**src/design/lsn_pkg.sv**
```systemverilog
// Shared types, constants and helpers of the landmark shape normalizer.
// Depends on nothing; lsn_ctrl, lsn_datapath and the top module refer to it by scoped names.
package lsn_pkg;

    // Default shape size and fixed anchor positions
    localparam int NUM_POINTS_DEF = 20;
    localparam int ANCHOR_A       = 0;
    localparam int ANCHOR_B       = 6;

    // Field widths
    localparam int COORD_W = 16;
    localparam int POINT_W = 2 * COORD_W;
    localparam int FRAC_BITS = 12;

    // Arithmetic widths
    localparam int Q_W     = 18;               // q = 2p - p0 - p6
    localparam int PROD_W  = 2 * Q_W;          // one signed product
    localparam int ACC_W   = PROD_W + 1;       // dot / cross product accumulator
    localparam int MAG_W   = PROD_W;           // magnitude of the accumulator
    localparam int DEN_W   = 33;               // |D|^2 <= 2 * 65535^2
    localparam int QUO_W   = 16;               // quotient bits after the overflow check
    localparam int REM_W   = MAG_W + FRAC_BITS + 1;
    localparam int STEP_W  = $clog2(QUO_W + 1);

    localparam logic [COORD_W-1:0] Q_POS_MAX = 16'h7FFF;
    localparam logic [COORD_W-1:0] Q_NEG_MAX = 16'h8000;

    // Controller states
    typedef enum logic [3:0] {
        S_LOAD,
        S_DEN0,
        S_DEN1,
        S_READ,
        S_QCALC,
        S_MX0,
        S_MX1,
        S_MY0,
        S_MY1,
        S_PREP,
        S_DIV,
        S_EMIT
    } t_state;

    // Operation of the shared multiply-accumulate unit
    typedef enum logic [2:0] {
        MUL_NONE,
        MUL_DEN0,
        MUL_DEN1,
        MUL_X0,
        MUL_X1,
        MUL_Y0,
        MUL_Y1
    } t_mul_op;

    // Controller to datapath
    typedef struct packed {
        logic    accept_en;
        logic    rd_issue;
        logic    q_calc;
        t_mul_op mul_op;
        logic    prep;
        logic    div_step;
        logic    emit;
    } t_dp_cmd;

    // Datapath to controller
    typedef struct packed {
        logic load_last;
        logic degen;
        logic div_done;
        logic out_free;
        logic idx_last;
    } t_dp_stat;

    // Round-to-nearest quotient into saturated signed Q4.12
    function automatic logic [COORD_W-1:0] sat_q412(
        input logic             neg,
        input logic             ovf,
        input logic [QUO_W-1:0] quo
    );
        logic [COORD_W-1:0] res;
        if (ovf) begin
            res = neg ? Q_NEG_MAX : Q_POS_MAX;
        end else if (neg) begin
            res = (quo > Q_NEG_MAX) ? Q_NEG_MAX : COORD_W'(-quo);
        end else begin
            res = (quo > Q_POS_MAX) ? Q_POS_MAX : quo;
        end
        return res;
    endfunction

endpackage

```
**src/design/lsn_if.sv**
```systemverilog
// Valid/ready channel interfaces of the landmark shape normalizer.
// Depends on nothing.
interface lsn_point_if;
    logic        valid;
    logic        ready;
    logic [15:0] point_x;
    logic [15:0] point_y;

    modport source (output valid, output point_x, output point_y, input ready);
    modport sink   (input valid, input point_x, input point_y, output ready);
endinterface

interface lsn_norm_if;
    logic        valid;
    logic        ready;
    logic [15:0] norm_x;
    logic [15:0] norm_y;
    logic        is_last;
    logic        degenerate;

    modport source (output valid, output norm_x, output norm_y, output is_last,
                    output degenerate, input ready);
    modport sink   (input valid, input norm_x, input norm_y, input is_last,
                    input degenerate, output ready);
endinterface

```
**src/design/lsn_ram.sv**
```systemverilog
// Generic single-write, single-read RAM with registered read data.
// Depends on nothing.
module lsn_ram #(
    parameter int WIDTH = 32,
    parameter int DEPTH = 20
) (
    input  logic                     i_clk,
    input  logic                     i_we,
    input  logic [$clog2(DEPTH)-1:0] i_waddr,
    input  logic [WIDTH-1:0]         i_wdata,
    input  logic                     i_re,
    input  logic [$clog2(DEPTH)-1:0] i_raddr,
    output logic [WIDTH-1:0]         o_rdata
);
    logic [WIDTH-1:0] r_mem [DEPTH];
    logic [WIDTH-1:0] r_rdata;

    always_ff @(posedge i_clk) begin
        if (i_we) begin
            r_mem[i_waddr] <= i_wdata;
        end
        if (i_re) begin
            r_rdata <= r_mem[i_raddr];
        end
    end

    assign o_rdata = r_rdata;
endmodule

```
**src/design/lsn_ctrl.sv**
```systemverilog
// Sequencer of the landmark shape normalizer: load, |D|^2, then per point read,
// multiply-accumulate, divide and emit (read and emit only when degenerate). Depends on lsn_pkg.
module lsn_ctrl (
    input  logic              i_clk,
    input  logic              i_rst_n,
    input  lsn_pkg::t_dp_stat i_stat,
    output lsn_pkg::t_dp_cmd  o_cmd
);
    lsn_pkg::t_state r_state;
    lsn_pkg::t_state n_state;

    // State register
    always_ff @(posedge i_clk) begin
        if (!i_rst_n) begin
            r_state <= lsn_pkg::S_LOAD;
        end else begin
            r_state <= n_state;
        end
    end

    // Next state
    always_comb begin
        n_state = r_state;
        case (r_state)
            lsn_pkg::S_LOAD:  if (i_stat.load_last) n_state = lsn_pkg::S_DEN0;
            lsn_pkg::S_DEN0:  n_state = lsn_pkg::S_DEN1;
            lsn_pkg::S_DEN1:  n_state = lsn_pkg::S_READ;
            lsn_pkg::S_READ:  n_state = lsn_pkg::S_QCALC;
            lsn_pkg::S_QCALC: n_state = i_stat.degen ? lsn_pkg::S_EMIT : lsn_pkg::S_MX0;
            lsn_pkg::S_MX0:   n_state = lsn_pkg::S_MX1;
            lsn_pkg::S_MX1:   n_state = lsn_pkg::S_MY0;
            lsn_pkg::S_MY0:   n_state = lsn_pkg::S_MY1;
            lsn_pkg::S_MY1:   n_state = lsn_pkg::S_PREP;
            lsn_pkg::S_PREP:  n_state = lsn_pkg::S_DIV;
            lsn_pkg::S_DIV:   if (i_stat.div_done) n_state = lsn_pkg::S_EMIT;
            lsn_pkg::S_EMIT: begin
                if (i_stat.out_free) begin
                    n_state = i_stat.idx_last ? lsn_pkg::S_LOAD : lsn_pkg::S_READ;
                end
            end
            default:          n_state = lsn_pkg::S_LOAD;
        endcase
    end

    // Command outputs
    always_comb begin
        o_cmd = '0;
        o_cmd.mul_op = lsn_pkg::MUL_NONE;
        case (r_state)
            lsn_pkg::S_LOAD:  o_cmd.accept_en = 1'b1;
            lsn_pkg::S_DEN0:  o_cmd.mul_op = lsn_pkg::MUL_DEN0;
            lsn_pkg::S_DEN1:  o_cmd.mul_op = lsn_pkg::MUL_DEN1;
            lsn_pkg::S_READ:  o_cmd.rd_issue = 1'b1;
            lsn_pkg::S_QCALC: o_cmd.q_calc = 1'b1;
            lsn_pkg::S_MX0:   o_cmd.mul_op = lsn_pkg::MUL_X0;
            lsn_pkg::S_MX1:   o_cmd.mul_op = lsn_pkg::MUL_X1;
            lsn_pkg::S_MY0:   o_cmd.mul_op = lsn_pkg::MUL_Y0;
            lsn_pkg::S_MY1:   o_cmd.mul_op = lsn_pkg::MUL_Y1;
            lsn_pkg::S_PREP:  o_cmd.prep = 1'b1;
            lsn_pkg::S_DIV:   o_cmd.div_step = 1'b1;
            lsn_pkg::S_EMIT:  o_cmd.emit = 1'b1;
            default:          o_cmd = '0;
        endcase
    end

    // Input is taken only between shapes
    a_accept_only_load: assert property (@(posedge i_clk) disable iff (!i_rst_n)
        o_cmd.accept_en |-> (r_state == lsn_pkg::S_LOAD))
        else $error("input enabled outside load phase");

    // A completed shape always starts the |D|^2 computation
    a_last_to_den: assert property (@(posedge i_clk) disable iff (!i_rst_n)
        (r_state == lsn_pkg::S_LOAD && i_stat.load_last) |=> (r_state == lsn_pkg::S_DEN0))
        else $error("shape end did not start normalization");

    // Emit leaves only when the output register can take the item
    a_emit_hold: assert property (@(posedge i_clk) disable iff (!i_rst_n)
        (r_state == lsn_pkg::S_EMIT && !i_stat.out_free) |=> (r_state == lsn_pkg::S_EMIT))
        else $error("emit state left while output stalled");
endmodule

```
**src/design/lsn_datapath.sv**
```systemverilog
// Datapath of the landmark shape normalizer: point store, anchors, shared
// multiply-accumulate, two restoring dividers and the output register.
// Depends on lsn_pkg, lsn_if and lsn_ram.
module lsn_datapath #(
    parameter int NUM_POINTS = lsn_pkg::NUM_POINTS_DEF
) (
    input  logic              i_clk,
    input  logic              i_rst_n,
    lsn_point_if.sink         i_point,
    lsn_norm_if.source        o_norm,
    input  lsn_pkg::t_dp_cmd  i_cmd,
    output lsn_pkg::t_dp_stat o_stat
);
    localparam int AW = $clog2(NUM_POINTS);
    localparam logic [AW-1:0] LAST_IDX = AW'(NUM_POINTS - 1);
    localparam logic [AW-1:0] IDX_A    = AW'(lsn_pkg::ANCHOR_A);
    localparam logic [AW-1:0] IDX_B    = AW'(lsn_pkg::ANCHOR_B);
    localparam logic [lsn_pkg::STEP_W-1:0] STEP_LAST = lsn_pkg::STEP_W'(lsn_pkg::QUO_W);

    // Counters
    logic [AW-1:0] r_load_cnt;
    logic [AW-1:0] r_idx;
    logic          in_acc;
    logic          out_free;

    // Anchors and per-point terms
    logic signed [15:0]                  r_ax, r_ay, r_bx, r_by;
    logic signed [16:0]                  dx, dy;
    logic signed [lsn_pkg::Q_W-1:0]      dx_q, dy_q;
    logic signed [lsn_pkg::Q_W-1:0]      r_qx, r_qy;
    logic [lsn_pkg::POINT_W-1:0]         rd_data;
    logic signed [15:0]                  pxr, pyr;
    logic signed [lsn_pkg::Q_W-1:0]      ax_q, ay_q, bx_q, by_q;

    // Multiply-accumulate
    logic signed [lsn_pkg::Q_W-1:0]      mul_a, mul_b;
    logic signed [lsn_pkg::PROD_W-1:0]   prod;
    logic signed [lsn_pkg::ACC_W-1:0]    prod_ext;
    logic signed [lsn_pkg::ACC_W-1:0]    r_nx, r_ny;
    logic [lsn_pkg::DEN_W-1:0]           r_den;

    // Dividers
    logic [lsn_pkg::MAG_W-1:0]           mag_x, mag_y;
    logic [lsn_pkg::REM_W-1:0]           r_rx, r_ry, r_dv;
    logic [lsn_pkg::QUO_W-1:0]           r_quo_x, r_quo_y;
    logic                                r_neg_x, r_neg_y, r_ovf_x, r_ovf_y;
    logic [lsn_pkg::STEP_W-1:0]          r_step;
    logic                                ge_x, ge_y;

    // Output register
    logic        r_out_valid;
    logic [15:0] r_out_x, r_out_y;
    logic        r_out_last, r_out_degen;
    logic        degen;

    assign in_acc          = i_point.valid & i_cmd.accept_en;
    assign i_point.ready   = i_cmd.accept_en;
    assign out_free        = !r_out_valid || o_norm.ready;
    assign degen           = (r_den == '0);

    // Point store
    lsn_ram #(
        .WIDTH (lsn_pkg::POINT_W),
        .DEPTH (NUM_POINTS)
    ) u_store (
        .i_clk   (i_clk),
        .i_we    (in_acc),
        .i_waddr (r_load_cnt),
        .i_wdata ({i_point.point_y, i_point.point_x}),
        .i_re    (i_cmd.rd_issue),
        .i_raddr (r_idx),
        .o_rdata (rd_data)
    );

    // Load counter and index of the point being emitted
    always_ff @(posedge i_clk) begin
        if (!i_rst_n) begin
            r_load_cnt <= '0;
            r_idx      <= '0;
        end else begin
            if (in_acc) begin
                r_load_cnt <= (r_load_cnt == LAST_IDX) ? '0 : r_load_cnt + 1'b1;
            end
            if (i_cmd.emit && out_free) begin
                r_idx <= (r_idx == LAST_IDX) ? '0 : r_idx + 1'b1;
            end
        end
    end

    // Anchor capture while loading
    always_ff @(posedge i_clk) begin
        if (in_acc && r_load_cnt == IDX_A) begin
            r_ax <= i_point.point_x;
            r_ay <= i_point.point_y;
        end
        if (in_acc && r_load_cnt == IDX_B) begin
            r_bx <= i_point.point_x;
            r_by <= i_point.point_y;
        end
    end

    assign dx   = 17'(r_bx) - 17'(r_ax);
    assign dy   = 17'(r_by) - 17'(r_ay);
    assign dx_q = lsn_pkg::Q_W'(dx);
    assign dy_q = lsn_pkg::Q_W'(dy);

    // q = 2p - p0 - p6 from the point read out of the store
    assign pxr  = rd_data[15:0];
    assign pyr  = rd_data[31:16];
    assign ax_q = lsn_pkg::Q_W'(r_ax);
    assign ay_q = lsn_pkg::Q_W'(r_ay);
    assign bx_q = lsn_pkg::Q_W'(r_bx);
    assign by_q = lsn_pkg::Q_W'(r_by);

    always_ff @(posedge i_clk) begin
        if (i_cmd.q_calc) begin
            r_qx <= {pxr[15], pxr, 1'b0} - ax_q - bx_q;
            r_qy <= {pyr[15], pyr, 1'b0} - ay_q - by_q;
        end
    end

    // Shared multiplier operand select
    always_comb begin
        case (i_cmd.mul_op)
            lsn_pkg::MUL_DEN0: begin mul_a = dx_q; mul_b = dx_q; end
            lsn_pkg::MUL_DEN1: begin mul_a = dy_q; mul_b = dy_q; end
            lsn_pkg::MUL_X0:   begin mul_a = dx_q; mul_b = r_qx; end
            lsn_pkg::MUL_X1:   begin mul_a = dy_q; mul_b = r_qy; end
            lsn_pkg::MUL_Y0:   begin mul_a = dx_q; mul_b = r_qy; end
            lsn_pkg::MUL_Y1:   begin mul_a = dy_q; mul_b = r_qx; end
            default:           begin mul_a = '0;   mul_b = '0;   end
        endcase
    end

    assign prod     = mul_a * mul_b;
    assign prod_ext = lsn_pkg::ACC_W'(prod);

    // |D|^2, dot product and cross product accumulation
    always_ff @(posedge i_clk) begin
        case (i_cmd.mul_op)
            lsn_pkg::MUL_DEN0: r_den <= prod[lsn_pkg::DEN_W-1:0];
            lsn_pkg::MUL_DEN1: r_den <= r_den + prod[lsn_pkg::DEN_W-1:0];
            lsn_pkg::MUL_X0:   r_nx  <= prod_ext;
            lsn_pkg::MUL_X1:   r_nx  <= r_nx + prod_ext;
            lsn_pkg::MUL_Y0:   r_ny  <= prod_ext;
            lsn_pkg::MUL_Y1:   r_ny  <= r_ny - prod_ext;
            default:           ;
        endcase
    end

    // Magnitudes for sign-magnitude division
    assign mag_x = r_nx[lsn_pkg::ACC_W-1] ? lsn_pkg::MAG_W'(-r_nx)
                                           : r_nx[lsn_pkg::MAG_W-1:0];
    assign mag_y = r_ny[lsn_pkg::ACC_W-1] ? lsn_pkg::MAG_W'(-r_ny)
                                           : r_ny[lsn_pkg::MAG_W-1:0];
    assign ge_x  = (r_rx >= r_dv);
    assign ge_y  = (r_ry >= r_dv);

    // Dividers: first step checks overflow against |D|^2 << 16,
    // then one quotient bit per cycle
    always_ff @(posedge i_clk) begin
        if (i_cmd.prep) begin
            r_rx    <= {1'b0, mag_x, {lsn_pkg::FRAC_BITS{1'b0}}}
                       + lsn_pkg::REM_W'(r_den[lsn_pkg::DEN_W-1:1]);
            r_ry    <= {1'b0, mag_y, {lsn_pkg::FRAC_BITS{1'b0}}}
                       + lsn_pkg::REM_W'(r_den[lsn_pkg::DEN_W-1:1]);
            r_dv    <= {r_den, {lsn_pkg::QUO_W{1'b0}}};
            r_neg_x <= r_nx[lsn_pkg::ACC_W-1];
            r_neg_y <= r_ny[lsn_pkg::ACC_W-1];
            r_step  <= '0;
        end else if (i_cmd.div_step) begin
            if (r_step == '0) begin
                r_ovf_x <= ge_x;
                r_ovf_y <= ge_y;
            end else begin
                if (ge_x) r_rx <= r_rx - r_dv;
                if (ge_y) r_ry <= r_ry - r_dv;
                r_quo_x <= {r_quo_x[lsn_pkg::QUO_W-2:0], ge_x};
                r_quo_y <= {r_quo_y[lsn_pkg::QUO_W-2:0], ge_y};
            end
            r_dv   <= r_dv >> 1;
            r_step <= r_step + 1'b1;
        end
    end

    // Output register
    always_ff @(posedge i_clk) begin
        if (!i_rst_n) begin
            r_out_valid <= 1'b0;
        end else if (i_cmd.emit && out_free) begin
            r_out_valid <= 1'b1;
        end else if (o_norm.ready) begin
            r_out_valid <= 1'b0;
        end
    end

    always_ff @(posedge i_clk) begin
        if (i_cmd.emit && out_free) begin
            r_out_x     <= degen ? '0 : lsn_pkg::sat_q412(r_neg_x, r_ovf_x, r_quo_x);
            r_out_y     <= degen ? '0 : lsn_pkg::sat_q412(r_neg_y, r_ovf_y, r_quo_y);
            r_out_last  <= (r_idx == LAST_IDX);
            r_out_degen <= degen;
        end
    end

    assign o_norm.valid      = r_out_valid;
    assign o_norm.norm_x     = r_out_x;
    assign o_norm.norm_y     = r_out_y;
    assign o_norm.is_last    = r_out_last;
    assign o_norm.degenerate = r_out_degen;

    // Status to the controller
    assign o_stat.load_last = in_acc && (r_load_cnt == LAST_IDX);
    assign o_stat.degen     = degen;
    assign o_stat.div_done  = (r_step == STEP_LAST);
    assign o_stat.out_free  = out_free;
    assign o_stat.idx_last  = (r_idx == LAST_IDX);

    // Degenerate shapes carry zero coordinates
    a_degen_zero: assert property (@(posedge i_clk) disable iff (!i_rst_n)
        (r_out_valid && r_out_degen) |-> (r_out_x == '0 && r_out_y == '0))
        else $error("degenerate item with nonzero coordinates");

    // Last point of a shape wraps the load counter
    a_load_wrap: assert property (@(posedge i_clk) disable iff (!i_rst_n)
        (in_acc && r_load_cnt == LAST_IDX) |=> (r_load_cnt == '0))
        else $error("load counter did not wrap at shape end");

    // Emitting the last point ends the shape and the index wraps
    a_emit_wrap: assert property (@(posedge i_clk) disable iff (!i_rst_n)
        (i_cmd.emit && out_free && r_idx == LAST_IDX) |=> (r_idx == '0 && r_out_last))
        else $error("emit index did not wrap on last point");
endmodule

```
**src/design/landmark_shape_normalizer.sv**
```systemverilog
// Landmark shape normalizer: points enter one per cycle while loading; when
// the last point of a shape is taken, the block computes |p6-p0|^2 and then
// handles one point at a time (store read, q terms, four multiply-accumulate
// steps on one shared multiplier, setup, 17 divider steps, emit), the
// restoring dividers giving one quotient bit per cycle. When points 0 and 6
// coincide the arithmetic is skipped and each point goes through only the
// store read, q terms and emit. New points are refused from the end of
// loading through the emit pass and accepted again right after the last
// result enters the output register.
// Depends on lsn_pkg, lsn_if, lsn_ctrl and lsn_datapath.
module landmark_shape_normalizer #(
    parameter int NUM_POINTS = lsn_pkg::NUM_POINTS_DEF
) (
    input logic        i_clk,
    input logic        i_rst_n,
    lsn_point_if.sink  i_point,
    lsn_norm_if.source o_norm
);
    lsn_pkg::t_dp_cmd  cmd;
    lsn_pkg::t_dp_stat stat;

    // Sequencer
    lsn_ctrl u_ctrl (
        .i_clk   (i_clk),
        .i_rst_n (i_rst_n),
        .i_stat  (stat),
        .o_cmd   (cmd)
    );

    // Arithmetic, storage and channel registers
    lsn_datapath #(
        .NUM_POINTS (NUM_POINTS)
    ) u_datapath (
        .i_clk   (i_clk),
        .i_rst_n (i_rst_n),
        .i_point (i_point),
        .o_norm  (o_norm),
        .i_cmd   (cmd),
        .o_stat  (stat)
    );
endmodule
```
**src/flat_wrapper.sv**
```systemverilog
// flat-port wrapper written by rule: the top's interface ports become plain ports
module landmark_shape_normalizer_flat 
#(
    parameter int NUM_POINTS = lsn_pkg::NUM_POINTS_DEF
)
  (i_clk, i_rst_n, i_point_valid, i_point_point_x, i_point_point_y, i_point_ready, o_norm_valid, o_norm_norm_x, o_norm_norm_y, o_norm_is_last, o_norm_degenerate, o_norm_ready);
  lsn_point_if i_point_i ();
  lsn_norm_if o_norm_i ();
  input logic i_clk;
  input logic i_rst_n;
  input wire logic [$bits(i_point_i.valid)-1:0] i_point_valid;
  input wire logic [$bits(i_point_i.point_x)-1:0] i_point_point_x;
  input wire logic [$bits(i_point_i.point_y)-1:0] i_point_point_y;
  output wire logic [$bits(i_point_i.ready)-1:0] i_point_ready;
  output wire logic [$bits(o_norm_i.valid)-1:0] o_norm_valid;
  output wire logic [$bits(o_norm_i.norm_x)-1:0] o_norm_norm_x;
  output wire logic [$bits(o_norm_i.norm_y)-1:0] o_norm_norm_y;
  output wire logic [$bits(o_norm_i.is_last)-1:0] o_norm_is_last;
  output wire logic [$bits(o_norm_i.degenerate)-1:0] o_norm_degenerate;
  input wire logic [$bits(o_norm_i.ready)-1:0] o_norm_ready;
  assign i_point_i.valid = i_point_valid;
  assign i_point_i.point_x = i_point_point_x;
  assign i_point_i.point_y = i_point_point_y;
  assign i_point_ready = i_point_i.ready;
  assign o_norm_valid = o_norm_i.valid;
  assign o_norm_norm_x = o_norm_i.norm_x;
  assign o_norm_norm_y = o_norm_i.norm_y;
  assign o_norm_is_last = o_norm_i.is_last;
  assign o_norm_degenerate = o_norm_i.degenerate;
  assign o_norm_i.ready = o_norm_ready;
  landmark_shape_normalizer #(.NUM_POINTS(NUM_POINTS)) u_core (.i_clk(i_clk), .i_rst_n(i_rst_n), .i_point(i_point_i), .o_norm(o_norm_i));
endmodule
```
**config.mk**
```make
export PLATFORM = sky130hd
export DESIGN_NAME = landmark_shape_normalizer_flat
export DESIGN_NICKNAME = d
export VERILOG_FILES = /design/src/design/lsn_pkg.sv /design/src/design/lsn_if.sv /design/src/design/lsn_ram.sv /design/src/design/lsn_ctrl.sv /design/src/design/lsn_datapath.sv /design/src/design/landmark_shape_normalizer.sv /design/src/flat_wrapper.sv
export SDC_FILE = /design/constraint.sdc
export NUM_CORES = 2
export LEC_CHECK = 0
export ABC_AREA = 1
export BUFFER_PORTS_ARGS = -buffer_cell sky130_fd_sc_hd__buf_2
export CORE_AREA = 3 3 399 401
export DETAILED_ROUTE_END_ITERATION = 12
export DIE_AREA = 0 0 402 404
export HOLD_SLACK_MARGIN = 0.06
export PLACE_DENSITY = 0.65
export RECOVER_POWER = 100
export REMOVE_ABC_BUFFERS = 1
export SLEW_MARGIN = 15
export SYNTH_ARGS = -nofsm -noshare
export SYNTH_HDL_FRONTEND = slang
export SYNTH_SLANG_ARGS = --single-unit
export TNS_END_PERCENT = 30
```
**constraint.sdc**
```tcl
create_clock -name i_clk -period 11.33 [get_ports i_clk]
set_input_delay 0.5665 -clock i_clk [delete_from_list [all_inputs] [get_ports i_clk]]
set_output_delay 0.5665 -clock i_clk [all_outputs]
set_load 0.02 [all_outputs]
```
# [Yosys cells after proc, flatten, opt, wreduce, memory -nomap -nowiden]
# Memories as Yosys holds them, arrays and structs flattened. A register that Yosys moved wholly into a read port is not among the register bits.
# Index checks and enable logic that the tools add are counted.
[word_totals] wordCells=156 ff_bits=444 n_memories=1 ramBits=640 in_bits=36
[mem_list] name="u_core.u_datapath.u_store.r_mem" depth=20 word_bits=32 read_ports=1 rd_clocked_by_memory_dff=1 wr=1 line="lsn_ram.sv:15" text="logic [WIDTH-1:0] r_mem [DEPTH];"
[classes] bitwise_logic=3 n_mux=46 n_eq_ne=25 n_lt_le_gt_ge=6 add_sub_neg=20 n_reduce_logical=26 n_mul=1
[ops] cell="49-bit 2-to-1 mux" count=10
[ops] cell="16-bit 2-to-1 mux" count=10
[ops] cell="37-bit case mux with 2 select lines" count=2
[ops] cell="48-bit by 32-bit adder with 49-bit output" count=2
[ops] cell="49-bit greater-or-equal comparator" count=2
[ops] cell="49-bit subtractor" count=2
[ops] cell="36-bit 2-to-1 mux" count=2
[ops] cell="36-bit negator" count=2
[ops] cell="18-bit case mux with 4 select lines" count=1
[ops] cell="33-bit case mux with 2 select lines" count=1
[ops] cell="4-bit case mux with 12 select lines" count=1
[ops] cell="37-bit by 36-bit adder with 37-bit output" count=1
[ops] cell="37-bit by 36-bit subtractor with 37-bit output" count=1
[ops] cell="18-bit by 18-bit multiplier with 36-bit output" count=1
[ops] cell="18-bit case mux with 2 select lines" count=1
[ops] cell="17-bit by 16-bit subtractor with 18-bit output" count=2
[ops] cell="18-bit subtractor" count=2
[ops] cell="16-bit by 16-bit subtractor with 17-bit output" count=2
[ops] cell="33-bit adder" count=1
[ops] cell="33-bit zero test" count=1
[ops] cell="16-bit by 15-bit greater-than comparator with 1-bit output (second input constant)" count=2
[ops] cell="16-bit greater-than comparator (second input constant)" count=2
[ops] cell="16-bit negator" count=2
[ops] cell="3-bit case mux with 6 select lines" count=1
[ops] cell="27 further kinds" count=73

# [Logic depth before layout (Yosys ltp)]
[logic_depth] word_depth=8 ltp_mapped=58 mapped_depth_nobuf=57

# [Hierarchy]
# Synthesis repeated with hierarchy kept, for this count alone.
[unflattened] cells_unflattened=8910 area_unflattened_um2=78626.7
[modules_own_cells] module="lsn_datapath" seq_area_each_um2=12892.4 cells_each=6695 instances=1 area_per_inst_um2=51358.0
[modules_own_cells] module="lsn_ram" seq_area_each_um2=20179.4 cells_each=2156 instances=1 area_per_inst_um2=26912.1
[modules_own_cells] module="lsn_ctrl" seq_area_each_um2=80.1 cells_each=59 instances=1 area_per_inst_um2=356.6

# [Least setup slack after synthesis]
# Ideal clock, no wire load.
[synth_timing] path_kind="reg-to-reg" startpoint="register u_core.u_datapath.r_ax[0]" endpoint="register u_core.u_datapath.r_nx[36] (netlist name) (data pin)" setup_ps=258 stages_incl_launch_ff=47 path_slack_ps=2689 n_path_buf=1 synth_period_minus_slack_ps=8641 t_arrival_ps=8384 path_cell_list="edfxtp_1 -> ha_1 -> fa_1 -> o31ai_1 -> nand4_1 -> o211ai_1 -> nand2_1 -> nand2_1 -> nand2_1 -> nand2_1 -> a21o_1 -> nand2_1 -> clkbuf_1 -> nand2_1 -> fa_1 -> inv_1 -> fa_1 -> ha_1 -> (+11 left out) -> inv_2 -> a21oi_2 -> nor2_1 -> nor2_2 -> nand2_1 -> nand2_1 -> nand2_1 -> ha_1 -> nand2_1 -> nor2_1 -> nand2_1 -> nor2_1 -> o21ai_0 -> nand3_1 -> a31oi_1 -> or2_2 -> nand3_1 -> xor2_1"
[synth_between] elab_chain_len=5 word_cells_on_any_way=6 cone_classes="add/sub (2); mul (1); mux (3)"
[synth_lines] element="start: declaration" line="lsn_datapath.sv:27" text="logic signed [15:0] r_ax, r_ay, r_bx, r_by;"
[synth_lines] element="start signal: assignment" line="lsn_datapath.sv:93" text="r_ax <= i_point.point_x;"
[synth_lines] element="16-bit by 16-bit subtractor with 17-bit output *" line="lsn_datapath.sv:102" text="assign dx = 17'(r_bx) - 17'(r_ax);"
[synth_lines] element="18-bit case mux with 4 select lines or 18-bit case mux with 2 select lines (tied branches)" line="lsn_datapath.sv:124" text="case (i_cmd.mul_op)"
[synth_lines] element="18-bit by 18-bit multiplier with 36-bit output *" line="lsn_datapath.sv:135" text="assign prod = mul_a * mul_b;"
[synth_lines] element="37-bit by 36-bit adder with 37-bit output" line="lsn_datapath.sv:144" text="lsn_pkg::MUL_X1: r_nx <= r_nx + prod_ext;"
[synth_lines] element="37-bit case mux with 2 select lines *" line="lsn_datapath.sv:140" text="case (i_cmd.mul_op)"
[synth_lines] element="end signal: assignment" line="lsn_datapath.sv:143" text="lsn_pkg::MUL_X0: r_nx <= prod_ext;"
[synth_lines] element="end signal: assignment" line="lsn_datapath.sv:144"
[synth_lines] element="end: declaration" line="lsn_datapath.sv:39" text="logic signed [lsn_pkg::ACC_W-1:0] r_nx, r_ny;"
# Every way passes the cells marked *; elsewhere a longest branch is shown, timed or not.
# A chain may end at the register's enable or synchronous reset.

# [Worst setup path in the final report]
[layout_timing] startpoint="register u_core.u_datapath.r_ax[0]" endpoint="register u_core.u_datapath.r_den[29] (netlist name) (data pin)"
[layout_between] elab_chain_len=5 word_cells_on_any_way=6 cone_classes="add/sub (2); mul (1); mux (3)"
[layout_lines] element="16-bit by 16-bit subtractor with 17-bit output *" line="lsn_datapath.sv:102"
[layout_lines] element="18-bit case mux with 4 select lines or 18-bit case mux with 2 select lines (tied branches)" line="lsn_datapath.sv:124"
[layout_lines] element="18-bit by 18-bit multiplier with 36-bit output *" line="lsn_datapath.sv:135"
[layout_lines] element="33-bit adder" line="lsn_datapath.sv:142" text="lsn_pkg::MUL_DEN1: r_den <= r_den + prod[lsn_pkg::DEN_W-1:0];"
[layout_lines] element="33-bit case mux with 2 select lines *" line="lsn_datapath.sv:140"
[layout_lines] element="end signal: assignment" line="lsn_datapath.sv:141" text="lsn_pkg::MUL_DEN0: r_den <= prod[lsn_pkg::DEN_W-1:0];"
[layout_lines] element="end signal: assignment" line="lsn_datapath.sv:142"
[layout_lines] element="end: declaration" line="lsn_datapath.sv:40" text="logic [lsn_pkg::DEN_W-1:0] r_den;"
# Marks and branches as above.

==> results.md <==
- Area of the multi-input gates: 38,430 µm²
- Final Cycle Share: 94.41%
- Floorplan core area: 156,000 µm²
- Final setup viols: 0
- Headroom to the max-slew limit: -286.5%
- Post-Route Skew: 0.1293 ns
- Area grow syn2layout: 8.471%
- Cells after DPL: 10,660
- Peak Freq: 93.48 MHz
- Synthesized instance count: 8,665
- Row count: 145
- Synth area leaders: edfxtp_1 42%, fa_1 9.3%, nand2_1 7.1%
- Worst hold path type: in2reg
- DRC errors left: 0
- Synth top cells by count: 1,479 x nand2_1, 1,330 x inv_1, 1,080 x edfxtp_1, 869 x nor2_1, 743 x o21ai_0
- GRT Total Usage: 30.49%
- Hold Vio Cnt, Final: 0
- Worst EP required: 11.77 ns
- PwrDens: 106.4 nW/µm²
- Die Span Y: 404 µm
- Max Cap Viol: 54
- CP peak stage delay: 0.65 ns
- Initial core utilization: 49.78%
- TritonRoute pass-1 iters: 8
- Seq/Total Area, Yosys: 42.69%
- Detailed router's first-iteration violation count: 6,278
- Root Buffer: clkbuf_16
- Worst setup SP type: register
- Crit. End Element: register
- Synthesized area per cell: 8.963 µm²
- Net count, final: 9,552
- CP startpoint: u_core.u_datapath.r_ax[0]
- Initial antenna violation count: 13
- Failing checks: max-capacitance violations, max-slew violations
- Cell Area, Synth: 77,660 µm²
- Main flop type after synthesis: edfxtp_1
- Net Switching: 1.997 mW
- RSZ-0062 raised after global routing: false
- Register cell area after layout: 33,160 µm²
- Share of cells above drive strength 1: 5.058%
- Final ANT Viol Nets: 0
- Most frequent cell after synthesis: nand2_1
- Post-synthesis async set-or-reset flop share: 0%
- Postcts setup bufs: 0
- Status: finished, violations left
- Fin crit period: 10.70 ns
- Vias in the first global route: 61,290
- First-pass GRT wire length: 376,400 µm
- Area leader, netlist: edfxtp_1
- Post-DP HPWL: 185,600 µm
- DRT Wirelength: 251,300 µm
- Fin cells: 10,880
- Slew @ Worst Pin: 5.797 ns
- DP Worst Slack: 0.8223 ns
- Hold buffer count at CTS: 0
- Die footprint: 162,400 µm²
- Hold Crit Start: i_rst_n
- Final Util: 53.99%
- WL/cell: 23.10 µm
- Max H-tree Level: 3
- Die X-Extent: 402 µm
- Largest net degree at the start of global routing: 162
- Synth warn: 0
- Placement Cell Area: 80,660 µm²
- Total gr overflow: 0
- GPL Wtd Cong: 0.9864
- Worst-path maximum fanout: 14
- CTS resizes: 0
- Slowest CP cell: xor2_1
- Clk_lat worst skew: 0.84 ns
- I/O Pins: 72
- # clock sinks: 1,116
- Maximum vdd ir drop: 0.1524 mV
- Number of flops mapped to enable cells by yosys: 1,080
- Setup_tns: 0 ns
- Register share of total power: 51.0%
- Synthesis-stage register bit count: 1,116
- Fill count: 14,270
- Top cell type's share of synthesized area: 41.76%
- Total CTS buffers: 120
- Clock buffer depth: 3
- Final Max Tran Viols: 1,832
- Final instance area: 84,240 µm²
- CTS tree: built
- Final setup margin: 0.6330 ns
- Net Sw Frac: 22.28%
- Via-to-Cell Ratio: 5.793
- Int Power: 6.967 mW
- Clock-pin slew on the worst setup and hold paths: 0.06 ns
- CP Class: reg2reg
- Vias: 63,020
- CP arrival: 11.14 ns
- P_leak: 34.98 nW
- RR Startpoint: u_core.u_datapath.r_ax[0]
- Port bufs: 71
- Clock share of power: 45.3%
- Combinational share of power: 3.7%
- Yosys cell types: 72
==> cells in the final DEF, fill, tap and decap left out, types with 53 or more instances in the layout <==
master / count
nand4_1: 78
a31oi_1: 84
fa_1: 360
o221ai_1: 59
clkbuf_1: 140
a21oi_1: 518
xnor2_1: 72
buf_4: 53
inv_1: 1327
xor2_1: 150
edfxtp_1: 1080
ha_1: 436
o21ai_0: 769
nor3_1: 67
o22ai_1: 112
nand3_1: 345
nand2_1: 1479
clkbuf_16: 120
nor2_1: 865
==> flip-flops by register name (all words and copies together), names as in the netlist, 32 cells and up <==
register	cells
u_core.u_datapath.r_rx	49
u_core.u_datapath.u_store.r_mem	640
u_core.u_datapath.r_ry	49
u_core.u_datapath.r_nx	37
u_core.u_datapath.u_store.o_rdata	32
u_core.u_datapath.r_ny	37
u_core.u_datapath.r_den	33
u_core.u_datapath.r_dv	49
==> power groups by stage <==
| stage | Clock (mW) | Combinational, mW | Sequential [mW] |
|---|---|---|---|
| floorplan | 0 | 0.199 | 4.65 |
| detailed placement | 0 | 0.334 | 4.65 |
| CTS | 4.11 | 0.337 | 4.57 |
| global placement | 0 | 0.328 | 4.65 |
| global route | 4.27 | 0.365 | 4.57 |
| finish | 4.07 | 0.329 | 4.57 |
==> metrics by stage <==
stage                     total power [mW]  hold slack, ns
after detailed placement             4.988          0.4738
after floorplan                      4.853          0.4431
after global routing                 9.204          0.1486
after global placement               4.981          0.4712
after CTS                            9.011          0.1185
final                                8.965          0.1677
==> area by class of cell <==
class,instances,area share (%)
Multi-Input combinational cell,5941,45.61
Antenna cell,5,0.01485
Inverter,1366,6.101
Clock buffer,147,3.744
Tap cell,2058,3.057
Sequential cell,1116,39.36
Timing Repair Buffer,175,1.031
Clock inverter,72,1.080
==> layer usage <==
layer | vias up | GRT usage [%] | wire length (µm)
li1 | 29420 | - | -
met1 | 30540 | 38.93 | 100600
met2 | 2491 | 51.47 | 119500
met3 | 565 | 4.443 | 17760
met4 | 12 | 13.91 | 13310
met5 | - | 0 | 85
==> logic make-up after synthesis <==
group	Yosys count	synth area share, %
DFF	1116	42.69
adders and majority gates	796	16.30
and+or+nand+nor	3059	16.75
xor gates and xnor gates	229	2.687
AOI/OAI and AO/OA	1857	13.72
buffers and inverters	1608	7.849
==> critical path, delay by kind of cell (launching register included) <==
family          cells  cell delay [ns]
compound gates      6             1.81
xor+xnor            2             0.81
fa+ha+maj          10             4.52
buf+inv             5             0.54
flops               1             0.39
simple gates       14             2.32
==> final timing paths <==
check / to / slack [ns] / cells after the start
hold reg to reg: u_core.u_datapath.r_step[4] / 0.48 / 2
setup / recovery: u_core.u_datapath.r_den[29] / 0.63 / 37
setup reg to reg: u_core.u_datapath.r_den[29] / 0.63 / 37
hold / removal: u_core.u_datapath.r_idx[2] / 0.17 / 3
(Power assumes the default switching activity.)
